$ cat config.mk
export PLATFORM = sky130hd
export DESIGN_NAME = lgs_sequencer
export DESIGN_NICKNAME = d
export VERILOG_FILES = /design/src/rtl/core/lgs_pkg.sv /design/src/rtl/core/lgs_sequencer.sv
export SDC_FILE = /design/constraint.sdc
export NUM_CORES = 1
export LEC_CHECK = 0
export BUFFER_PORTS_ARGS = -buffer_cell sky130_fd_sc_hd__buf_4
export CORE_AREA = 2 2 162 101
export CTS_BUF_LIST = sky130_fd_sc_hd__clkbuf_4 sky130_fd_sc_hd__clkbuf_8 sky130_fd_sc_hd__clkbuf_16
export DETAILED_ROUTE_END_ITERATION = 8
export DIE_AREA = 0 0 164 103
export PLACE_DENSITY = 0.7
export SYNTH_ARGS = -nofsm -noshare
export SYNTH_HDL_FRONTEND = slang
export SYNTH_SLANG_ARGS = --single-unit
$ cat constraint.sdc
create_clock -name clock -period 5.1 [get_ports clock]
set_clock_uncertainty 0.05 [all_clocks]
set_input_delay 0 -clock clock [delete_from_list [all_inputs] [get_ports clock]]
set_output_delay 0 -clock clock [all_outputs]
set_load 0.05 [all_outputs]
$ cat src/rtl/core/lgs_pkg.sv
`timescale 1ns / 1ps
// ----------------------------------------------------------------------------
// lgs_pkg
// Shared types, constants and helper functions of the life generation
// stencil core: register indexes, hash constants, window rule and mixer.
// ----------------------------------------------------------------------------
package lgs_pkg;

   // configuration port
   localparam int CSR_INDEX_W = 2;
   localparam int CSR_DATA_W  = 32;
   localparam logic [CSR_INDEX_W-1:0] CSR_GRID_WIDTH  = 2'd0;
   localparam logic [CSR_INDEX_W-1:0] CSR_GRID_HEIGHT = 2'd1;
   localparam logic [CSR_INDEX_W-1:0] CSR_HASH_SEED   = 2'd2;

   localparam int SIZE_W = 12;
   localparam int HASH_W = 32;
   localparam int POS_OUT_W = 11;

   localparam logic [SIZE_W-1:0] SIZE_RESET = 12'd2048;
   localparam logic [HASH_W-1:0] SEED_RESET = 32'h00C0_FFEE;

   // hash multipliers and the substitute for a zero hash
   localparam logic [HASH_W-1:0] HASH_K_ROW    = 32'd2654435761;
   localparam logic [HASH_W-1:0] HASH_K_COL    = 32'd2246822519;
   localparam logic [HASH_W-1:0] HASH_K_GEN    = 32'd3266489917;
   localparam logic [HASH_W-1:0] HASH_ZERO_SUB = 32'h9E37_79B9;
   localparam int XS_SHIFT_A = 13;
   localparam int XS_SHIFT_B = 17;
   localparam int XS_SHIFT_C = 5;

   // result queue between the stencil and the hash pipe
   localparam int RQ_DEPTH = 8;
   localparam int RQ_PTR_W = $clog2(RQ_DEPTH);
   localparam int RQ_CNT_W = RQ_PTR_W + 1;

   // 3x3 window: three columns of 3 bits, oldest column in bits 0-2
   localparam int WIN_W = 9;
   localparam int COL3_W = 3;

   // per-word control handed from the sequencer to the stencil stage
   typedef struct packed {
      logic is_cell;     // cell word (line store written), else drain word
      logic row_first;   // first row of the frame
      logic col_first;   // first column of the row
      logic alive;       // alive bit of the incoming cell
      logic col_last;    // last column of the row
      logic emit_a;      // emit the cell one column back
      logic emit_b;      // emit the current column at the row end
      logic frame_last;  // second result closes the generation
   } stencil_ctl_type;

   // B3/S23 rule on a window, centre in bit 4
   function automatic logic next_live(input logic [WIN_W-1:0] win);
      logic [3:0] count;
      count = '0;
      for (int i = 0; i < WIN_W; i++) begin
         if (i != 4) begin
            count = count + 4'(win[i]);
         end
      end
      if (win[4]) begin
         return (count == 4'd2) || (count == 4'd3);
      end
      return count == 4'd3;
   endfunction

   // xorshift32 finish with zero replaced
   function automatic logic [HASH_W-1:0] xorshift_mix(input logic [HASH_W-1:0] x_in);
      logic [HASH_W-1:0] x;
      x = x_in;
      x = x ^ (x << XS_SHIFT_A);
      x = x ^ (x >> XS_SHIFT_B);
      x = x ^ (x << XS_SHIFT_C);
      if (x == '0) begin
         x = HASH_ZERO_SUB;
      end
      return x;
   endfunction

endpackage

$ cat src/rtl/core/lgs_sequencer.sv
`timescale 1ns / 1ps
// ----------------------------------------------------------------------------
// lgs_sequencer
// Tracks the raster position, the drain phase and the generation term,
// accepts request words against queue credit and issues line store reads.
// ----------------------------------------------------------------------------
module lgs_sequencer
   import lgs_pkg::*;
#(
   parameter int MAX_WIDTH  = 2048,
   parameter int MAX_HEIGHT = 2048
) (
   input  logic                  clock,
   input  logic                  reset,
   input  logic                  req_valid,
   output logic                  req_stall,
   input  logic                  req_type,
   input  logic                  req_cell_alive,
   input  logic [SIZE_W-1:0]     grid_width,
   input  logic [SIZE_W-1:0]     grid_height,
   input  logic [RQ_CNT_W-1:0]   rq_count,
   output logic                  rd_en,
   output logic [(MAX_WIDTH > 1 ? $clog2(MAX_WIDTH) : 1)-1:0]  rd_idx,
   output logic                  s1_valid,
   output stencil_ctl_type       s1_ctl,
   output logic [(MAX_WIDTH > 1 ? $clog2(MAX_WIDTH) : 1)-1:0]  s1_col,
   output logic [(MAX_HEIGHT > 1 ? $clog2(MAX_HEIGHT) : 1)-1:0] s1_row,
   output logic [HASH_W-1:0]     s1_gen_term
);

   localparam int CW = (MAX_WIDTH > 1) ? $clog2(MAX_WIDTH) : 1;
   localparam int RW = (MAX_HEIGHT > 1) ? $clog2(MAX_HEIGHT) : 1;
   localparam int WW = CW + 1;
   localparam int HW = RW + 1;

   logic [CW-1:0]     col_ff, col_in;
   logic [RW-1:0]     row_ff, row_in;
   logic              draining_ff, draining_in;
   logic [HASH_W-1:0] gen_term_ff, gen_term_in;
   logic              s1_valid_ff;
   stencil_ctl_type   s1_ctl_ff, s1_ctl_in;
   logic [CW-1:0]     s1_col_ff;
   logic [RW-1:0]     s1_row_ff, s1_row_in;
   logic [HASH_W-1:0] s1_gen_ff;

   logic [WW-1:0]       eff_w;
   logic [HW-1:0]       eff_h;
   logic                col_last, row_last, accept, take;
   logic [RQ_CNT_W:0]   need_slots;

   // clamp the configured sizes to 1..max
   always_comb begin
      if (grid_width == '0) begin
         eff_w = WW'(1);
      end else if (32'(grid_width) > MAX_WIDTH) begin
         eff_w = WW'(MAX_WIDTH);
      end else begin
         eff_w = WW'(grid_width);
      end
      if (grid_height == '0) begin
         eff_h = HW'(1);
      end else if (32'(grid_height) > MAX_HEIGHT) begin
         eff_h = HW'(MAX_HEIGHT);
      end else begin
         eff_h = HW'(grid_height);
      end
   end

   // hold off while the queue may lack room for two results of this word
   // and two of the word in the stencil stage
   assign need_slots = {1'b0, rq_count} +
                       (s1_valid_ff ? (RQ_CNT_W+1)'(2) : (RQ_CNT_W+1)'(0));
   assign req_stall  = need_slots > (RQ_CNT_W+1)'(RQ_DEPTH - 2);
   assign accept     = req_valid && !req_stall;
   // a word of the wrong kind is dropped
   assign take       = accept && (draining_ff ? req_type : !req_type);

   assign col_last = (WW'(col_ff) + WW'(1)) >= eff_w;
   assign row_last = (HW'(row_ff) + HW'(1)) >= eff_h;

   // control for the stencil stage
   always_comb begin
      s1_ctl_in.is_cell    = !draining_ff;
      s1_ctl_in.row_first  = row_ff == '0;
      s1_ctl_in.col_first  = col_ff == '0;
      s1_ctl_in.alive      = req_cell_alive;
      s1_ctl_in.col_last   = col_last;
      s1_ctl_in.emit_a     = (col_ff != '0) && (draining_ff || (row_ff != '0));
      s1_ctl_in.emit_b     = col_last && (draining_ff || (row_ff != '0));
      s1_ctl_in.frame_last = draining_ff && col_last;
      s1_row_in            = draining_ff ? row_ff : (row_ff - RW'(1));
   end

   // advance the raster position
   always_comb begin
      col_in      = col_ff;
      row_in      = row_ff;
      draining_in = draining_ff;
      gen_term_in = gen_term_ff;
      if (take) begin
         if (col_last) begin
            col_in = '0;
            if (draining_ff) begin
               draining_in = 1'b0;
               row_in      = '0;
               gen_term_in = gen_term_ff + HASH_K_GEN;
            end else if (row_last) begin
               draining_in = 1'b1;
            end else begin
               row_in = row_ff + RW'(1);
            end
         end else begin
            col_in = col_ff + CW'(1);
         end
      end
   end

   always_ff @(posedge clock) begin
      if (reset) begin
         col_ff      <= '0;
         row_ff      <= '0;
         draining_ff <= 1'b0;
         gen_term_ff <= HASH_K_GEN;
         s1_valid_ff <= 1'b0;
      end else begin
         col_ff      <= col_in;
         row_ff      <= row_in;
         draining_ff <= draining_in;
         gen_term_ff <= gen_term_in;
         s1_valid_ff <= take;
      end
   end

   // stage payload
   always_ff @(posedge clock) begin
      if (take) begin
         s1_ctl_ff <= s1_ctl_in;
         s1_col_ff <= col_ff;
         s1_row_ff <= s1_row_in;
         s1_gen_ff <= gen_term_ff;
      end
   end

   assign rd_en       = take;
   assign rd_idx      = col_ff;
   assign s1_valid    = s1_valid_ff;
   assign s1_ctl      = s1_ctl_ff;
   assign s1_col      = s1_col_ff;
   assign s1_row      = s1_row_ff;
   assign s1_gen_term = s1_gen_ff;

endmodule

# After elaboration in Yosys (flattened, before gate mapping)
# Cells that the tools add are included.
[op_classes] muxes=12 eq_ne=1 order_cmp=5 n_reduce_logical=18 add_sub_neg=7
[ops] op="12-bit 2-to-1 mux" count=4
[ops] op="11-bit 2-to-1 mux" count=4
[ops] op="32-bit adder (second input constant)" count=1
[ops] op="11-bit by 1-bit adder with 12-bit output (second input constant)" count=2
[ops] op="12-bit >= comparator" count=2
[ops] op="12-bit greater-than comparator (second input constant)" count=2
[ops] op="12-bit logical NOT" count=2
[ops] op="11-bit by 1-bit adder with 11-bit output (second input constant)" count=2
[ops] op="11-bit logical NOT" count=2
[ops] op="11-bit nonzero test" count=2
[ops] op="11-bit by 1-bit subtractor with 11-bit output (second input constant)" count=1
[ops] op="3-bit AND reduction" count=2
[ops] op="4-bit by 2-bit adder with 5-bit output" count=1
[ops] op="5-bit by 3-bit greater-than comparator with 1-bit output (second input constant)" count=1
[ops] op="1-bit logical AND" count=5
[ops] op="1-bit logical NOT" count=3
[ops] op="1-bit 2-to-1 mux" count=3
[ops] op="2-bit 2-to-1 mux" count=1
[ops] op="2-bit inequality test (second input constant)" count=1
[ops] op="2-bit AND reduction" count=1
[ops] op="1-bit logical OR" count=1
[totals] ff_bits=118

# Longest topological paths before layout
# Gate-level depths: netlist of the first run.
[depth] ltp_word=7 depth_mapped=14 ltp_nobuf=13

# Least setup slack after synthesis of the first run
# OpenSTA, ideal clock, no wires.
[synth_timing] kind="register to register" start="register s1_valid_ff (netlist: s1_valid)" end="register s1_col_ff[0] (netlist: s1_col[0]), enable pin" required_ps=4579 synth_period_minus_slack_ps=4523 t_arrival_ps=4002 path_stages_with_launch=8 slack_ps=577 n_path_buf=1 cell_sequence="dfxtp_1 ha_1 ha_1 and2_1 a21oi_1 a311o_2 clkinv_2 clkbuf_1"
[synth_via] elab_chain_cells=6
[synth_rtl] item="start: declaration" line="lgs_sequencer.sv:40" source="logic s1_valid_ff;"
[synth_rtl] item="start signal: assignment" line="lgs_sequencer.sv:130" source="s1_valid_ff <= take;"
[synth_rtl] item="2-bit 2-to-1 mux" line="lgs_sequencer.sv:72" source="(s1_valid_ff ? (RQ_CNT_W+1)'(2) : (RQ_CNT_W+1)'(0));"
[synth_rtl] item="4-bit by 2-bit adder with 5-bit output" line="lgs_sequencer.sv:71" source="assign need_slots = {1'b0, rq_count} +"
[synth_rtl] item="5-bit by 3-bit greater-than comparator with 1-bit output" line="lgs_sequencer.sv:73" source="assign req_stall = need_slots > (RQ_CNT_W+1)'(RQ_DEPTH - 2);"
[synth_rtl] item="1-bit logical NOT" line="lgs_sequencer.sv:74" source="assign accept = req_valid && !req_stall;"
[synth_rtl] item="1-bit logical AND" line="lgs_sequencer.sv:74"
[synth_rtl] item="1-bit logical AND" line="lgs_sequencer.sv:76" source="assign take = accept && (draining_ff ? req_type : !req_type);"
[synth_rtl] item="via rd_en" line="lgs_sequencer.sv:22" source="output logic rd_en,"
[synth_rtl] item="end signal: assignment" line="lgs_sequencer.sv:138" source="s1_col_ff <= col_ff;"
[synth_rtl] item="end: declaration" line="lgs_sequencer.sv:42" source="logic [CW-1:0] s1_col_ff;"
# The timed path passes the listed nets, and every way through them passes these cells.
# A chain may end at the register's enable or synchronous reset.

# Final worst setup path of the first run
[layout_timing] start="register col_ff[2] (netlist: rd_idx[2])" end="register gen_term_ff[28]"
[layout_via] elab_chain_cells=3
[layout_rtl] item="start: declaration" line="lgs_sequencer.sv:36" source="logic [CW-1:0] col_ff, col_in;"
[layout_rtl] item="start signal: assignment" line="lgs_sequencer.sv:126" source="col_ff <= col_in;"
[layout_rtl] item="11-bit by 1-bit adder with 12-bit output" line="lgs_sequencer.sv:78" source="assign col_last = (WW'(col_ff) + WW'(1)) >= eff_w;"
[layout_rtl] item="12-bit >= comparator" line="lgs_sequencer.sv:78"
[layout_rtl] item="3-bit AND reduction (no line)"
[layout_rtl] item="end signal: assignment" line="lgs_sequencer.sv:129" source="gen_term_ff <= gen_term_in;"
[layout_rtl] item="end: declaration" line="lgs_sequencer.sv:39" source="logic [HASH_W-1:0] gen_term_ff, gen_term_in;"
# Every way passes these cells.

==> results of run 1 <==
## cell usage after synthesis (all sizes together), types with 3 or more instances
library cell / number
o31ai: 22
nand4: 5
and3: 7
inv: 15
nor3b: 4
a22o: 5
ha: 33
clkbuf: 20
or3: 5
a21oi: 41
or4: 25
nor2b: 16
a21o: 7
nor3: 8
a211oi: 10
o21ai: 14
buf: 11
xnor2: 13
dfxtp: 56
or2: 3
mux2i: 4
nand3: 42
nand2b: 3
nor4: 14
nand2: 60
a31oi: 5
mux2: 4
edfxtp: 62
xor2: 12
nor2: 39
and2: 3
## routing by layer
layer  GRT usage, %  share of wire, %  up-vias  wire length (um)
li1               -                 -     2438                 -
met1           24.5                48     2443              7150
met2           27.3                44      199              6550
met3           4.79               7.2       31              1080
met4           6.82               1.6        0               235
met5              0                 0        -                 0
## worst max-delay path: stages (launching register included)
cell and delay [ps]:
dfxtp_1 460, and3_1 220, and3_1 190, and3_1 250
nand3_1 150, xnor2_1 170, ha_1 320, a21o_1 190
a21o_1 170, a211o_1 320, a21oi_4 410, buf_4 410
nor4_1 120, mux2_2 290
## state kept, by name, indices dropped and copies added (netlist names)
register / flops
gen_term_ff: 32
s1_gen_term: 32
rd_idx: 11
row_ff: 11
s1_col: 11
s1_row: 11
s1_ctl: 8
draining_ff: 1
s1_valid: 1
## repair_timing
item                      CTS  global route
hold buffers                2             0
buffers inserted            0             0
hold endpoints to repair    2             0
## where the power goes
group / leakage [nW] / internal [W] / switching, W / total, W
Sequential: 0.957 / 0.00101 / 0.00000692 / 0.00102
Clock: 0.312 / 0.000862 / 0.000412 / 0.00127
Combinational: 1.67 / 0.0000533 / 0.000105 / 0.000158
## through the flow
| stage | power [W] | hold WS [ps] | worst slack, ps |
|---|---|---|---|
| finish | 0.00245 | 173 | 1260 |
| detailed placement | 0.00119 | 131 | 1350 |
| global placement | 0.00119 | 129 | 1420 |
| CTS | 0.00247 | 159 | 1300 |
| global route | 0.00253 | 191 | 1070 |
| floorplan | 0.00114 | 48.9 | 577 |
## area by class of cell
type                    count  area, um2  share of cell area [%]
clock buffers              23        483                    6.28
clock inverters             9        150                    1.95
flip-flops and latches    118       2980                    38.8
repair buffers            113        853                    11.1
well taps                 209        262                    3.40
multi-input cells         431       2890                    37.6
inverters                  16       61.3                   0.798
## worst paths after layout
path / endpoint / slack, ps / depth (start not counted)
worst max register to register: gen_term_ff[28] / 1260 / 13
worst min-delay path: s1_valid / 170 / 3
worst min register to register: s1_gen_term[29] / 450 / 0
worst max-delay path: gen_term_ff[28] / 1260 / 13
## cells by family after synthesis
| kind of cell | after synthesis | share of synthesized area, % |
|---|---|---|
| AOI/OAI and AO/OA | 123 | 14.1 |
| xor gates and xnor gates | 25 | 3.61 |
| adders and majority gates | 33 | 6.82 |
| buffers and inverters | 47 | 3.14 |
| DFF | 118 | 49.2 |
| muxes | 8 | 1.40 |
| and+or+nand+nor | 242 | 21.7 |
==> impl_metrics.toml, run 1 <==
[run_status]
status = "complete, no violations"

[cts]
clock_sinks = 118
insertion_delay_ps = 410
cts_made_buffers = 17
clk_pin_slew_ps = 60
cts_tree = "yes"
htree_levels = 4
cts_resized = 0
root_buffer = "clkbuf_16"
cts_buffer_depth = 2

[critical_path]
start_kind = "register"
crit_fanout = 34
worstPathArrival_ps = 4090
critical_path_class = "register to register"
required_ps = 5340
worstSetupStartpoint = "rd_idx[2]"
r2r_start = "rd_idx[2]"
endpoint_kind = "register"

[cells_and_area]
post-route-cell-area_mm2 = 0.00768
fillers = 1412
drive_gt1_share_pct = 23.5
diodes = 0
fin_cells = 919
finish.utilization_pct = 49.2
final_nets = 763
final_cell_mix = "buf_4 (111), edfxtp_1 (62), nand2_1 (59), dfxtp_1 (56), nand3_1 (41)"
layout_commonest_cell = "buf_4"
synthToLayoutAreaGrowth_pct = 26.8

[floorplanning]
num_io_pins = 109
die_area_mm2 = 0.0169
row_count = 36
initial_core_util_pct = 38.8
core_area_mm2 = 0.0156
die_x_um = 164
fp.dieH_um = 103

[logic_synthesis]
synth_flop_cell = "edfxtp_1"
yosysUniqueCellTypes = 68
synth.area.top_cells = "edfxtp_1 (31%), dfxtp_1 (19%), ha_1 (6.8%)"
synth_top_area_cell = "edfxtp_1"
ys_ff_latch = 118
synth-edff-count = 62
async_flop_share_pct = 0
synth_top_area_share_pct = 30.7
synth_cells = 596
syn_nets = 662
yosysWarnings = 0
yosysSeqAreaShare_pct = 49.2
syn_avg_cell_area_um2 = 10.2
syn_area_mm2 = 0.00606

[placement]
dp.cells = 885
gp_congestion = 0.839
dpl.hpwl_mm = 10.4
io_buffers = 108
placed_area_mm2 = 0.00703

[power]
max-vdd-ir-drop_mv = 0.159
power.leakage_nw = 2.94
power.density_mw_per_mm2 = 319

[hold_path]
hp-start = "rq_count[0]"
hp-class = "input pin to register"

[grt]
grt_pass1_vias = 4760
grt_usage_pct = 17.9
antenna_found_initial = 0
gr-total-overflow = 0
grt_pass1_wl_mm = 23.7
grt_start_max_net_pins = 56

[detailed_routing]
firstDrtPassIters = 7
route.vias.total = 5111
antenna_left = 0
routed_wire_length_per_instance_um = 16.3
avgViaCountPerCell = 5.56
wl_mm = 15.0
drt-initial-drc-count = 448
drc_errors = 0

[timing]
worst_slew_pin_slew_ps = 695
rsz0062_at_grt = "false"
slew_violations = 0
fin_crit_ps = 3840
max_freq_mhz = 260
period_share_pct = 75.4
tns_ps = 0
setup_viol_count_final = 0
slew_headroom_pct = 53.6
hold_viol_final = 0

[job]
drv_cap = 0
Note: power is estimated with default switching activity, not from simulation.
==> run 2: changes to the inputs <==
--- a/config.mk
+++ b/config.mk
@@ -10,7 +10,7 @@
 export CTS_BUF_LIST = sky130_fd_sc_hd__clkbuf_4 sky130_fd_sc_hd__clkbuf_8 sky130_fd_sc_hd__clkbuf_16
 export DETAILED_ROUTE_END_ITERATION = 8
 export DIE_AREA = 0 0 164 103
-export PLACE_DENSITY = 0.7
+export PLACE_DENSITY = 0.72
 export SYNTH_ARGS = -nofsm -noshare
 export SYNTH_HDL_FRONTEND = slang
 export SYNTH_SLANG_ARGS = --single-unit
==> constraint.sdc (replaced) <==
create_clock -name clock -period 3.3 [get_ports clock]
set_clock_uncertainty 0.05 [all_clocks]
set_input_delay 0 -clock clock [delete_from_list [all_inputs] [get_ports clock]]
set_output_delay 0 -clock clock [all_outputs]
set_load 0.05 [all_outputs]
==> run 2 against run 1 <==
  * Critical path depth is 1 higher
  * Final cell count grew 2.0%
  * Global-route usage shrank 0.35 points
  * Worst setup slack got worse by 1200 ps
  * Routed wire length decreased by 1.2%
  * Die area unchanged
  * Clock power is 51% higher
  * First-iteration DRC count shrank 22%
  * Sequential power up 53%
  * Sequential share of layout area decreased by 0.97 points
==> impl_metrics.toml, run 2 (synthesis results as in run 1) <==
[cts]
cts_buffer_depth = 2
clock_sinks = 118
cts_tree = "yes"
clk_pin_slew_ps = 60
cts_made_buffers = 17
htree_levels = 4
root_buffer = "clkbuf_16"
insertion_delay_ps = 410

[cells_and_area]
final_cell_mix = "buf_4 (125), edfxtp_1 (62), nand2_1 (59), dfxtp_1 (50), nand3_1 (40)"
final_nets = 781
finish.utilization_pct = 50.7
diodes = 0
drive_gt1_share_pct = 27.5
synthToLayoutAreaGrowth_pct = 30.9
fin_cells = 937
layout_commonest_cell = "buf_4"

[timing]
period_share_pct = 99.6
rsz0062_at_grt = "true"
fin_crit_ps = 3290
slew_violations = 0
setup_viol_count_final = 0
max_freq_mhz = 304
hold_viol_final = 0
setup_slack_ps = 12.8
slew_headroom_pct = 57.1
worst_slew_pin_slew_ps = 638

[detailed_routing]
routed_wire_length_per_instance_um = 15.8
firstDrtPassIters = 5
route.vias.total = 4968
drt-initial-drc-count = 350
antenna_left = 0
wl_mm = 14.8
avgViaCountPerCell = 5.30
drc_errors = 0

[placement]
dp.cells = 897
io_buffers = 108
gp_congestion = 0.863
dpl.hpwl_mm = 10.1
pre_cts_slack_ps = 85.4

[critical_path]
endpoint_kind = "register"
crit_fanout = 6
critical_path_class = "register to register"
required_ps = 3550
start_kind = "register"
worstPathArrival_ps = 3540

[floorplanning]
initial_core_util_pct = 38.8
core_area_mm2 = 0.0156
row_count = 36
die_area_mm2 = 0.0169
num_io_pins = 109
fp.dieH_um = 103
die_x_um = 164

[power]
p_clk_share_pct = 51.2
power.leakage_nw = 3.05
sequentialPowerShare_pct = 41.9
max-vdd-ir-drop_mv = 0.382
power.internal_w = 0.00290
pwr-share-comb_pct = 6.9
p_switching_w = 0.000842
power.density_mw_per_mm2 = 471
swShare_pct = 22.5

[grt]
grt_pass1_vias = 4491
grt_start_max_net_pins = 56
grt_pass1_wl_mm = 23.3
gr-total-overflow = 0
antenna_found_initial = 0
grt_usage_pct = 17.6

[run_status]
status = "complete, no violations"

[hold_path]
hp-class = "input pin to register"

[job]
drv_cap = 0
==> run 2: changes by cell type in the layout (fill, tap and decap cells not counted), sizes merged <==
| cell | previous run | this run |
|---|---|---|
| bufinv | 4 | 2 |
| clkbuf | 23 | 24 |
| clkinvlp | 1 | 5 |
| dlygate4sd3 | 2 | 1 |
| clkinv | 5 | 4 |
| buf | 111 | 128 |
==> run 2: per-layer routing <==
layer	global-route usage [%]	vias to the layer above	wire (um)
met5	0	-	0
li1	-	2481	-
met3	4.75	9	1130
met4	5.33	0	79
met2	25.0	178	6230
met1	25.9	2300	7390
==> run 2: worst max-delay path: stages, from the launching register on <==
cell and delay [ps]:
dfxtp_4 380, and3_1 200, and3_4 200, and3_4 190, nand3_2 110, xnor2_1 200
ha_1 270, a21o_1 180, a21o_1 170, a211o_1 320, a21oi_4 250, buf_6 150
nor2_1 50, buf_4 180, a221o_1 290
==> run 2: cell type report <==
type | instances | area, um2
Clock buffer | 22 | 510
Clock inverter | 10 | 116
Fill cell | 1407 | 7700
Inverter | 16 | 61.3
Multi-Input combinational cell | 431 | 2930
Sequential cell | 118 | 3000
Tap cell | 209 | 262
Timing Repair Buffer | 131 | 1050
==> run 2: repair_timing <==
item | CTS | global route
buffers inserted | 0 | 5
setup endpoints to repair | 0 | 27
gates resized for setup | 0 | 12
hold buffers | 1 | 0
endpoints found under the hold margin | 1 | 0
==> run 2: power groups by stage <==
stage | registers, W | clock network, W | logic (W)
4_1_cts | 0.00156 | 0.00194 | 0.000251
5_1_grt | 0.00157 | 0.00202 | 0.000280
6_report | 0.00156 | 0.00192 | 0.000258
2_1_floorplan | 0.00165 | 0 | 0.000103
3_3_place_gp | 0.00160 | 0 | 0.000246
3_5_place_dp | 0.00160 | 0 | 0.000249
==> run 2: metrics by stage <==
step                power [W]  TNS, ps  instance area, um2  hold WS, ps
floorplan             0.00175        0                6070         48.9
global placement      0.00184        0                7160          128
detailed placement    0.00184        0                7160          130
CTS                   0.00376        0                7800         9.16
global route          0.00386     -701                7930         33.7
finish                0.00374        0                7930         24.5
==> run 2: path summary, 6_finish.rpt <==
check	slack [ps]	cells after the start	start	endpoint
worst max-delay path	10	14	rd_idx[4]	row_ff[6]
worst min-delay path	20	2	reset	row_ff[1]
worst max register to register	10	14	rd_idx[4]	row_ff[6]
worst min register to register	420	0	gen_term_ff[31]	s1_gen_term[31]
==> run 3: changes to the inputs <==
--- a/config.mk
+++ b/config.mk
@@ -10,7 +10,8 @@
 export CTS_BUF_LIST = sky130_fd_sc_hd__clkbuf_4 sky130_fd_sc_hd__clkbuf_8 sky130_fd_sc_hd__clkbuf_16
 export DETAILED_ROUTE_END_ITERATION = 8
 export DIE_AREA = 0 0 164 103
-export PLACE_DENSITY = 0.72
+export MAX_ROUTING_LAYER = met4
+export PLACE_DENSITY = 0.7
 export SYNTH_ARGS = -nofsm -noshare
 export SYNTH_HDL_FRONTEND = slang
 export SYNTH_SLANG_ARGS = --single-unit
==> constraint.sdc (replaced) <==
create_clock -name clock -period 4.2 [get_ports clock]
set_clock_uncertainty 0.05 [all_clocks]
set_input_delay 0 -clock clock [delete_from_list [all_inputs] [get_ports clock]]
set_output_delay 0 -clock clock [all_outputs]
set_load 0.05 [all_outputs]
==> run 3 against run 2 <==
  * Global-route usage up 0.57 points
  * Worst hold slack gained 120 ps
  * Largest power group unchanged
  * Routed wire length decreased by 1.4%
  * Critical path type unchanged
  * Fmax decreased by 12%
==> impl_metrics.toml, run 3 (synthesis results as in run 1) <==
[run_status]
status = "complete, no violations"

[timing]
max_freq_mhz = 268
worst_slew_pin_slew_ps = 706
tns_ps = 0
fin_crit_ps = 3740
hold_slack_ps = 143
slew_headroom_pct = 52.9
setup_viol_count_final = 0
slew_violations = 0
rsz0062_at_grt = "false"
hold_viol_final = 0
period_share_pct = 89.0

[critical_path]
cp_slowest_cell = "dfxtp_1"
path_buf_inv = 1
crit_path_frequent_cell = "and3_1"
worstPathArrival_ps = 3980
critical_path_class = "register to register"
crit_chain = "and3_1 -> and3_1 -> and3_1 -> nand3_1 -> xnor2_1 -> ha_1 -> a21o_1 -> a21o_1 -> a211o_1 -> a21oi_4 -> buf_4 -> nor2_1 -> a221o_1"
cp_top_family = "compound AO/OA/AOI/OAI gates"
start_kind = "register"
endpoint_kind = "register"
crit_fanout = 40
slowest_delay_ps = 480
required_ps = 4440

[cells_and_area]
synthToLayoutAreaGrowth_pct = 27.4
post-route-cell-area_mm2 = 0.00772
drive_gt1_share_pct = 23.8
finish.utilization_pct = 49.4
diodes = 0
final_nets = 764
layout_commonest_cell = "buf_4"
fillers = 1422
final_cell_mix = "buf_4 (112), edfxtp_1 (62), nand2_1 (59), dfxtp_1 (56), nand3_1 (41)"

[floorplanning]
die_area_mm2 = 0.0169
core_area_mm2 = 0.0156
num_io_pins = 109
row_count = 36
die_x_um = 164
initial_core_util_pct = 38.8
fp.dieH_um = 103

[cts]
clk_pin_slew_ps = 50
cts_resized = 0
root_buffer = "clkbuf_16"
cts_tree = "yes"
insertion_delay_ps = 410
cts_made_buffers = 17
cts_buffer_depth = 2
htree_levels = 4
clock_sinks = 118

[job]
drv_cap = 0

[placement]
placed_area_mm2 = 0.00704
gp_congestion = 0.879
io_buffers = 108
dpl.hpwl_mm = 10.4

[grt]
antenna_found_initial = 0
grt_pass1_vias = 4607
grt_start_max_net_pins = 57
gr-total-overflow = 0
grt_pass1_wl_mm = 23.2
grt_usage_pct = 18.1

[detailed_routing]
antenna_left = 0
avgViaCountPerCell = 5.45
drt-initial-drc-count = 310
routed_wire_length_per_instance_um = 15.9
firstDrtPassIters = 5
drc_errors = 0
route.vias.total = 5014
wl_mm = 14.6

[power]
max-vdd-ir-drop_mv = 0.231
power.leakage_nw = 2.96
power.density_mw_per_mm2 = 394

[hold_path]
hp-class = "input pin to register"
==> run 3: timing repair <==
item,in CTS,in global routing
buffers inserted,0,0
hold buffers,2,0
endpoints found under the hold margin,2,0
==> run 3: final cells by class <==
class | instances | area (um2) | share of cell area [%]
multi-input combinational | 431 | 2890 | 37.5
inverter | 16 | 61.3 | 0.794
tap | 209 | 262 | 3.39
clock inverter | 9 | 173 | 2.24
timing repair buffer | 114 | 861 | 11.1
sequential | 118 | 2980 | 38.6
clock buffer | 23 | 489 | 6.34
==> run 3: final timing paths <==
kind	endpoint	from	slack, ps	cells after the start
worst max register to register	row_ff[6]	rd_idx[2]	460	13
worst min register to register	s1_gen_term[31]	gen_term_ff[31]	430	0
worst min-delay path	s1_valid	req_valid	140	4
worst max-delay path	row_ff[6]	rd_idx[2]	460	13
==> run 3: per-layer routing <==
metal  track usage (%)  vias to the layer above  routed length [um]
li1                  -                     2443                   -
met1              25.1                     2381                7140
met2              26.0                      179                6340
met3              5.03                       11                1020
met4              4.93                        0                 125
met5                 -                        -                   0
==> run 3: where the power goes <==
group / internal [W] / switching (W)
registers: 0.00123 / 0.00000832
clock network: 0.00112 / 0.000501
logic: 0.0000648 / 0.000128
==> run 3: metrics by stage <==
stage / setup WS [ps] / std cells / total power (W)
floorplan: 630 / 596 / 0.00138
global placement: 684 / 886 / 0.00144
detailed placement: 555 / 886 / 0.00145
CTS: 507 / 920 / 0.00306
global route: 243 / 920 / 0.00313
finish: 462 / 920 / 0.00304
==> run 3: worst reg2reg max path, cell delays in order (launching register included) <==
cell	delay, ps
dfxtp_1	480
and3_1	230
and3_1	200
and3_1	260
nand3_1	170
xnor2_1	180
ha_1	320
a21o_1	180
a21o_1	170
a211o_1	330
a21oi_4	150
buf_4	370
nor2_1	210
a221o_1	320
